`src/lsrs_pkg.sv`:
```
// ----------------------------------------------------------------------------
// lsrs_pkg: least-served row scheduler package
// Sizes, word types and the controller/datapath interface structs.
// ----------------------------------------------------------------------------
package lsrs_pkg;

    localparam int ROWS          = 1024;
    localparam int COUNT_BITS    = 32;
    localparam int ROW_IDX_BITS  = (ROWS > 1) ? $clog2(ROWS) : 1;
    localparam int ROW_CNT_BITS  = $clog2(ROWS + 1);
    localparam int ENTRY_BITS    = COUNT_BITS + 1;

    localparam int RIU_BITS      = 11;
    localparam int OUT_ROW_BITS  = 10;
    localparam int OUT_PASS_BITS = 32;
    localparam int ADDR_BITS     = 3;
    localparam int DATA_BITS     = 32;

    localparam logic [RIU_BITS-1:0]  RIU_RESET    = 11'd1024;
    localparam logic [ADDR_BITS-3:0] REG_ROWS_IDX = 1'b0;

    typedef struct packed {
        logic                    has_finished;
        logic [OUT_ROW_BITS-1:0] finished_row;
    } in_word_t;

    typedef struct packed {
        logic                     grant_valid;
        logic [OUT_ROW_BITS-1:0]  granted_row;
        logic [OUT_PASS_BITS-1:0] granted_passes;
    } out_word_t;

    typedef struct packed {
        logic clear;
        logic load;
        logic fin_rd;
        logic fin_wr;
        logic scan;
        logic grant;
    } ctrl_cmd_t;

    typedef struct packed {
        logic clear_last;
        logic fin_valid;
        logic scan_done;
    } dp_status_t;

endpackage

```
`src/lsrs_ctrl.sv`:
```
// ----------------------------------------------------------------------------
// lsrs_ctrl: scheduler controller
// Sequences the clearing pass, finish update, row scan and grant write.
// ----------------------------------------------------------------------------
module lsrs_ctrl (
    input  logic                  clk,
    input  logic                  rst_n,
    input  logic                  start,
    output logic                  busy,
    output lsrs_pkg::ctrl_cmd_t   cmd,
    input  lsrs_pkg::dp_status_t  status
);

    typedef enum logic [2:0] {
        ST_CLEAR,
        ST_IDLE,
        ST_FIN_RD,
        ST_FIN_WR,
        ST_SCAN,
        ST_GRANT
    } state_t;

    state_t state_reg;
    state_t state_next;
    logic   busy_reg;
    logic   busy_next;

    always_comb
    begin
        state_next = state_reg;
        cmd        = '0;
        case (state_reg)
            ST_CLEAR:
            begin
                cmd.clear = 1'b1;
                if (status.clear_last)
                begin
                    state_next = ST_IDLE;
                end
            end
            ST_IDLE:
            begin
                if (start)
                begin
                    cmd.load   = 1'b1;
                    state_next = ST_FIN_RD;
                end
            end
            ST_FIN_RD:
            begin
                if (status.fin_valid)
                begin
                    cmd.fin_rd = 1'b1;
                    state_next = ST_FIN_WR;
                end
                else
                begin
                    state_next = ST_SCAN;
                end
            end
            ST_FIN_WR:
            begin
                cmd.fin_wr = 1'b1;
                state_next = ST_SCAN;
            end
            ST_SCAN:
            begin
                cmd.scan = 1'b1;
                if (status.scan_done)
                begin
                    state_next = ST_GRANT;
                end
            end
            ST_GRANT:
            begin
                cmd.grant  = 1'b1;
                state_next = ST_IDLE;
            end
            default:
            begin
                state_next = ST_CLEAR;
            end
        endcase
        busy_next = (state_next != ST_IDLE);
    end

    always_ff @(posedge clk or negedge rst_n)
    begin
        if (!rst_n)
        begin
            state_reg <= ST_CLEAR;
            busy_reg  <= 1'b1;
        end
        else
        begin
            state_reg <= state_next;
            busy_reg  <= busy_next;
        end
    end

    assign busy = busy_reg;

endmodule

```
`config.mk`:
```
export PLATFORM = sky130hd
export DESIGN_NAME = lsrs_ctrl
export DESIGN_NICKNAME = d
export VERILOG_FILES = /design/src/lsrs_pkg.sv /design/src/lsrs_ctrl.sv
export SDC_FILE = /design/constraint.sdc
export NUM_CORES = 1
export LEC_CHECK = 0
export BUFFER_PORTS_ARGS = -buffer_cell sky130_fd_sc_hd__buf_2
export CAP_MARGIN = 20
export CORE_AREA = 2 2 39 41
export DETAILED_ROUTE_END_ITERATION = 6
export DIE_AREA = 0 0 41 43
export GPL_TIMING_DRIVEN = 0
export SLEW_MARGIN = 15
export SYNTH_ARGS = -nofsm -noshare
export SYNTH_HDL_FRONTEND = slang
export SYNTH_SLANG_ARGS = --single-unit
```
`constraint.sdc`:
```
create_clock -name clk -period 1.5 [get_ports clk]
set_input_delay 0.225 -clock clk [delete_from_list [all_inputs] [get_ports clk]]
set_output_delay 0.225 -clock clk [all_outputs]
set_load 0.02 [all_outputs]
```
* Word level (Yosys, flattened, before mapping)
Index checks and enable logic that the tools add are counted.
** Storage, ports and cells
- Register bits after elaboration :: 4
- Bits of input ports :: 6
- Output and inout port bits :: 7
- Word-level logic and storage cells :: 22
** Cells by class
- Eq/ne operators :: 6
- Muxes and demuxes :: 13
- Reduce and logical (&&, ||, !) cells :: 1
** Operators by type and width (number)
- case mux 3 bit (6 select lines) :: 1
- two-way mux 3 bit :: 4
- two-way mux 1 bit :: 8
- == test 3 x 2 -> 1 bit (second input constant) :: 2
- == test 3 bit (second input constant) :: 2
- == test 3 x 1 -> 1 bit (second input constant) :: 1
- logical NOT 3 bit :: 1
- != test 3 x 1 -> 1 bit (second input constant) :: 1

* Longest topological paths before layout
Gate-level depths: netlist of the first run.
- Depth in word-level cells :: 3
- Mapped depth :: 4
- Depth with buffers taken out :: 3

* Least setup slack after synthesis of the first run
No wires, ideal clock.
- Path type :: reg-to-reg
- Start :: register state_reg[0]
- End :: register state_reg[2]
- Setup time :: 0.068 ns
- Arrival :: 1.236 ns
- Data required time :: 1.432 ns
- Setup slack :: 0.196 ns
- Cell stages (with the launch flop) :: 4
- Buffers on the path :: 1
- Clock period less this slack :: 1.304 ns
- Cell sequence :: dfrtp_1 -> buf_4 -> nor3_1 -> a31o_2
** Between the ends
- Cells in the longest elaborated chain, start to end :: 2
- Elaborated cells between the ends (all ways) :: 7
- Those cells by class :: eq/ne: 5; mux: 1; reduce/logical: 1
** Ends and longest elaborated chain
- start, declared :: line lsrs_ctrl.sv:23 : state_t state_reg;
- start signal, assigned :: line lsrs_ctrl.sv:96 : state_reg <= state_next;
- == test 3 bit, or another cell as far along :: line lsrs_ctrl.sv:32 : case (state_reg)
- case mux 3 bit (6 select lines) (*) :: line lsrs_ctrl.sv:32
- net state_next[2] :: line lsrs_ctrl.sv:24 : state_t state_next;
Mark *: on every way through the listed nets, which the timed path passes. The rest lies on a longest branch.

==> reports/results.tsv, run 1 <==
stage	metric	value	unit
outcome	outcome	completed	
sta	Slew @ Worst Pin	235.5	ps
routing	routed len/inst	10.18	um
layout	Nets	47	
die	Rows	14	
placement	post-placement cell count	51	
pwr	Leak Pwr	0.1801	nW
sta	Final min period	1435	ps
sta	setup ws final	65.20	ps
sta	achievable frequency	0.6970	GHz
routing	final wirelength	570	um
run	maxcap violations	0	
placement	RePlAce Congestion	0.6573	
min_path	worst min path class	in -> reg	
synth	FF+latch count, synth	4	
synth	Yosys top cell area share	30.46	%
synth	synthesized area	246.5	um2
synth	largest area contributor in the netlist	dfrtp_1	
synth	asr flop ratio synth	100.0	%
routing	DRT iter0 DRCs	3	
synth	mean post-synth cell area	10.72	um2
routing	drt pass-1 iters	2	
clocking	# H-tree levels	1	
placement	port bufs	12	
clocking	clock sink total	4	
sta	RSZ-0062 raised after global routing	true	
layout	Post-Layout Inst Area	369.1	um2
placement	Placed Instance Area	326.6	um2
die	horizontal die dimension	41	um
layout	footprint of the multi-input gates	128.9	um2
pwr	pwr dens	2076	mW/mm2
synth	syn nets	29	
clocking	worst-skew pair later-pin latency	240	ps
grt	vias in the first global route	220	
sta	# setup viols final	0	
layout	Layout Cells excl Fill	56	
synth	number of synthesized flops with an enable pin	0	
routing	Via density	4.089	
worst_setup_path	WS Path Type	reg -> out	
die	initial core utilization	17.81	%
routing	vias	229	
layout	max FFs per register	3	
worst_setup_path	Worst setup SP type	flip-flop	
routing	DR DRC count	0	
layout	Core Util, Final	26.67	%
synth	sequential share of the synthesized area	41.12	%
synth	dominant synthesized flop cell	dfrtp_1	
worst_setup_path	max incr delay on CP	350	ps
sta	relative max-transition margin	84.18	%
synth	most frequent cell after synthesis	dfrtp_1	
synth	Post-synth top cells	3 x dfrtp_1, 2 x a22oi_1, 2 x buf_4, 2 x nor3_1, 2 x or2_1	
sta	max-slew violation count	0	
worst_setup_path	Max Fanout on Critical Path	10	
die	Die Y	43	um
worst_setup_path	Worst Path Required	1270	ps
layout	Filler cells	159	
layout	ANT cells	0	
sta	post-route clock period utilization	95.65	%
worst_setup_path	CP arrival	1210	ps
worst_setup_path	crit end category	output pin	
placement	setup slack at placement	293.4	ps
synth	unique cell type count in the Yosys netlist	17	
synth	cells after synthesis	23	
grt	GRT overflow	0	
worst_setup_path	slowest stage cell, crit path	dfrtp_1	
clocking	clk slew on worst S/H paths	40	ps
clocking	CTS tree	yes	
layout	fraction of layout cells with a size suffix above 1	60.00	%
grt	first-pass GRT wire length	959	um
die	full die area	0.001763	mm2
sta	hold_ws	308.4	ps
synth	Syn. warnings	0	
worst_setup_path	critical-path cell list	buf_4 -> nor3_1 -> buf_2	
pwr	VDD IR max	0.0006250	V
sta	final setup skew	2.653	ps
die	# IOs	13	
synth	ranking of synthesized cells by area	dfrtp_1 30%, dfstp_2 11%, a22oi_1 6.1%, buf_4 6.1%, nand2b_4 5.6%	
grt	initial antenna violation count	0	
grt	overall routing resource usage	9.073	%
clocking	CTS Buf Count	3	
layout	FF+latch area	102.6	um2
worst_setup_path	R2R depth	4	
min_path	WHS Path Cells	3	
sta	final hold vios	0	
routing	Post-DRT Antenna Nets	0	
clocking	Clock Tree Buf Depth	2	
grt	pin count of the biggest net entering global routing	11	
die	Core ar.	0.001384	mm2
layout	synthesis-to-finish area growth	49.75	%
clocking	root buffer cell	clkbuf_4	
metal layers:
| metal | vias up | global-route usage, % | share of wire [%] |
|---|---|---|---|
| met3 | 2 | 5.236 | 6.1 |
| met4 | 0 | 10.00 | 2.5 |
| met5 | - | 0 | 0 |
| met2 | 9 | 9.688 | 44 |
| met1 | 102 | 11.07 | 47 |
| li1 | 116 | - | - |
final timing paths:
| kind | start | to | slack [ps] |
|---|---|---|---|
| setup / recovery | state_reg[0]$_DFF_PN0_ | cmd[1] | 70 |
| hold / removal | status[0] | state_reg[0]$_DFF_PN0_ | 310 |
| setup reg to reg | state_reg[0]$_DFF_PN0_ | state_reg[1]$_DFF_PN0_ | 480 |
| hold reg to reg | state_reg[2]$_DFF_PN0_ | state_reg[0]$_DFF_PN0_ | 560 |
| max in group asynchronous | rst_n | busy$_DFF_PN1_ | 970 |
| min in group asynchronous | rst_n | state_reg[1]$_DFF_PN0_ | 320 |
report_power, final:
| group | switching [mW] | leakage, nW | internal, mW |
|---|---|---|---|
| combinational | 0.234 | 0.118 | 0.192 |
| clock | 0.0499 | 0.0150 | 0.100 |
| sequential | 0.0238 | 0.0475 | 0.166 |
| total | 0.308 | 0.180 | 0.458 |
layout by cell type (no fill, tap or decap):
| cell | count |
|---|---|
| nand2b_4 | 1 |
| mux2i_1 | 1 |
| dfrtp_2 | 1 |
| buf_2 | 11 |
| nor3b_2 | 1 |
| nor2_2 | 1 |
| or2_1 | 2 |
| nand2b_1 | 1 |
| and3_1 | 1 |
| dfrtp_1 | 2 |
| o32ai_1 | 1 |
| a31o_2 | 1 |
| clkbuf_4 | 3 |
| dlygate4sd3_1 | 1 |
| clkbuf_1 | 1 |
| buf_4 | 3 |
| nor3_1 | 2 |
| inv_1 | 1 |
| dfstp_2 | 1 |
| a22oi_1 | 2 |
| nor3b_1 | 1 |
| and3_4 | 1 |
critical path, delay by kind of cell, from the launching register on:
family | cells | cell delay, ps
AND/OR/NAND/NOR | 1 | 250
flip-flops | 1 | 350
buffers and inverters | 2 | 370
per-stage QoR:
| stage | TNS (ps) | power [mW] |
|---|---|---|
| 4_1_cts | 0 | 0.7684 |
| 2_1_floorplan | 0 | 0.5028 |
| 6_report | 0 | 0.7661 |
| 3_5_place_dp | 0 | 0.6079 |
| 5_1_grt | -9.675 | 0.8372 |
| 3_3_place_gp | 0 | 0.6060 |
timing repair:
item | 4_1_cts | 5_1_grt
endpoints found under the hold margin | 4 | 0
hold buffers | 1 | 0
endpoints found under the setup margin | 0 | 2
resized for setup | 0 | 3
setup buffers | 0 | 0
cell type report:
cell class	instances	area share (%)
inverters	1	1.017
well taps	16	5.424
plain buffers	2	4.068
multi-input cells	16	34.92
flip-flops and latches	4	27.80
clock buffers	4	7.119
repair buffers	13	19.66
cells by family (layout without fill, tap and decap cells):
| kind of cell | Yosys count | count (layout) | synth area share [%] |
|---|---|---|---|
| compound gates | 4 | 4 | 13.20 |
| buf+inv | 3 | 20 | 7.611 |
| flops | 4 | 4 | 41.12 |
| simple gates | 11 | 11 | 34.01 |
| mux | 1 | 1 | 4.061 |
Power figures use the tool's default switching activity.
==> run 2: changes to the inputs <==
==> constraint.sdc (replaced) <==
create_clock -name clk -period 1.4 [get_ports clk]
set_input_delay 0.21 -clock clk [delete_from_list [all_inputs] [get_ports clk]]
set_output_delay 0.21 -clock clk [all_outputs]
set_load 0.02 [all_outputs]
==> run 2 against run 1 <==
Compared with the run above: the run now ends with negative setup slack left; register-to-register slack got worse by 100 ps; non-clock buffer count increased by 1; wire length increased by 4.9%; clock skew about the same; cell count increased by 1.8%; via count increased by 2.6%; worst hold slack got worse by 11 ps; critical endpoint is now cmd[4]; largest cell class unchanged.
==> reports/results.tsv, run 2 (synthesized netlist as in run 1, its figures left out) <==
stage	metric	value	unit	change
worst_setup_path	max incr delay on CP	450	ps	was 350 ps
pwr	PnR Total Power	911.3	uW	was 766.1 uW
worst_setup_path	crit end category	output pin		unchanged
grt	overall routing resource usage	9.274	%	was 9.073%
worst_setup_path	critical path's top delay family	flip-flops		was buffers and inverters
sta	hold_ws	297.4	ps	was 308.4 ps
sta	Setup TNS Final	-1.456	ps	was 0 ps
clocking	worst-skew pair later-pin latency	240	ps	about the same
die	initial core utilization	17.81	%	unchanged
layout	ANT cells	0		unchanged
sta	Final min period	1401	ps	
clocking	CTS tree	yes		unchanged
worst_setup_path	Max Fanout on Critical Path	6		was 10
sta	post-route clock period utilization	100.1	%	
worst_setup_path	critical-path cell list	nand2b_4 -> nor3b_2 -> buf_4		was buf_4 -> nor3_1 -> buf_2
sta	max-slew violation count	0		unchanged
sta	achievable frequency	0.7135	GHz	
sta	Slew @ Worst Pin	226.7	ps	was 235.5 ps
grt	GRT overflow	0		unchanged
clocking	clk slew on worst S/H paths	40	ps	about the same
worst_setup_path	Buf+Inv Stages, Crit Path	1		was 2
layout	commonest non-fill, non-tap cell in the layout	buf_2		unchanged
grt	initial antenna violation count	0		unchanged
clocking	# H-tree levels	1		unchanged
placement	post-placement cell count	51		unchanged
layout	fraction of layout cells with a size suffix above 1	65.85	%	was 60.00%
min_path	worst min path class	in -> reg		unchanged
pwr	VDD IR max	0.0007702	V	was 0.0006250 V
run	maxcap violations	0		unchanged
layout	commonest cells after routing, fill and taps aside	9 x buf_2, 4 x buf_4, 3 x clkbuf_4		was 11 x buf_2, 3 x buf_4, 3 x clkbuf_4
die	# IOs	13		unchanged
pwr	pwr dens	2220	mW/mm2	was 2076 mW/mm2
sta	RSZ-0062 raised after global routing	true		unchanged
routing	Post-DRT Antenna Nets	0		unchanged
outcome	violated checks	negative setup slack		
layout	Filler cells	152		was 159
worst_setup_path	CP arrival	1190	ps	was 1210 ps
die	horizontal die dimension	41	um	unchanged
worst_setup_path	WS Path Type	reg -> out		unchanged
clocking	root buffer cell	clkbuf_4		unchanged
clocking	CTS Buf Count	3		unchanged
clocking	clock sink total	4		unchanged
die	full die area	0.001763	mm2	unchanged
routing	Via density	4.123		was 4.089
worst_setup_path	Reg2Reg Launch Point	state_reg[0]$_DFF_PN0_		unchanged
sta	relative max-transition margin	84.84	%	was 84.18%
placement	port bufs	12		unchanged
worst_setup_path	Crit path depth	3		unchanged
layout	Layout Cells excl Fill	57		was 56
worst_setup_path	Worst Path Required	1190	ps	was 1270 ps
worst_setup_path	crit path from	state_reg[2]$_DFF_PN0_		was state_reg[0]$_DFF_PN0_
routing	vias	235		was 229
worst_setup_path	slowest stage cell, crit path	dfrtp_2		was dfrtp_1
layout	Nets	48		was 47
routing	drt pass-1 iters	2		unchanged
placement	RePlAce Congestion	0.6573		unchanged
routing	DR DRC count	0		unchanged
grt	pin count of the biggest net entering global routing	11		unchanged
sta	final setup skew	2.963	ps	was 2.653 ps
sta	# setup viols final	1		was 0
die	Rows	14		unchanged
min_path	WHS Path Cells	3		unchanged
routing	DRT iter0 DRCs	6		was 3
layout	synthesis-to-finish area growth	66.50	%	was 49.75%
die	Core ar.	0.001384	mm2	unchanged
clocking	Clock Tree Buf Depth	2		unchanged
die	Die Y	43	um	unchanged
grt	first-pass GRT wire length	979	um	was 959 um
routing	final wirelength	598	um	was 570 um
sta	final hold vios	0		unchanged
worst_setup_path	R2R depth	4		unchanged
layout	max FFs per register	3		unchanged
min_path	hold path start	status[0]		unchanged
grt	vias in the first global route	225		was 220
pwr	Leak Pwr	0.1909	nW	was 0.1801 nW
sta	setup ws final	-1.456	ps	was 65.20 ps
worst_setup_path	Worst setup SP type	flip-flop		unchanged
routing	routed len/inst	10.49	um	was 10.18 um
outcome	outcome	finished with violations		was completed
==> run 2: path summary, 6_finish.rpt <==
kind	end	slack [ps]
max	cmd[4]	-1
min	state_reg[0]$_DFF_PN0_	300
max reg2reg	state_reg[1]$_DFF_PN0_	380
min reg2reg	state_reg[0]$_DFF_PN0_	580
max in group asynchronous	busy$_DFF_PN1_	890
min in group asynchronous	state_reg[1]$_DFF_PN0_	310
==> run 2: repair_timing <==
item	CTS	global route
gates cloned	0	1
pin swaps	0	2
hold endpoints to repair	4	0
hold buffers	1	0
buffers inserted	0	0
endpoints found under the setup margin	3	5
gates resized for setup	6	6
==> run 2: per-stage QoR <==
step	worst slack, ps	util, %	area [um2]
finish	-1.456	29.66	410.4
global route	-67.64	29.66	410.4
CTS	-8.467	27.58	381.6
detailed placement	208.4	23.60	326.6
global placement	212.0	23.60	326.6
floorplan	96.21	-	246.5
==> run 2: tightest hold or removal path, stage by stage <==
cell	delay, ps
buf_2	80
a22oi_1	70
o32ai_1	120
==> run 2: routing by layer <==
metal | vias up | global-route usage (%) | routed length, um
li1 | 118 | - | -
met1 | 106 | 11.07 | 280
met2 | 9 | 10.31 | 268
met3 | 2 | 5.236 | 34
met4 | 0 | 10.00 | 14
met5 | - | 0 | 0
==> run 2: layout make-up <==
cell class	instances	area [um2]	share of cell area [%]
repair buffers	14	88.84	21.65
well taps	16	20.02	4.878
multi-input cells	16	150.1	36.59
inverters	1	3.754	0.9146
clock buffers	4	26.28	6.402
plain buffers	2	18.77	4.573
flip-flops and latches	4	102.6	25.00
==> run 2: report_power, final <==
group          internal, mW  leakage [nW]  switching, mW
registers             0.178        0.0475         0.0357
clock network         0.107        0.0150         0.0536
logic                 0.253         0.128          0.283
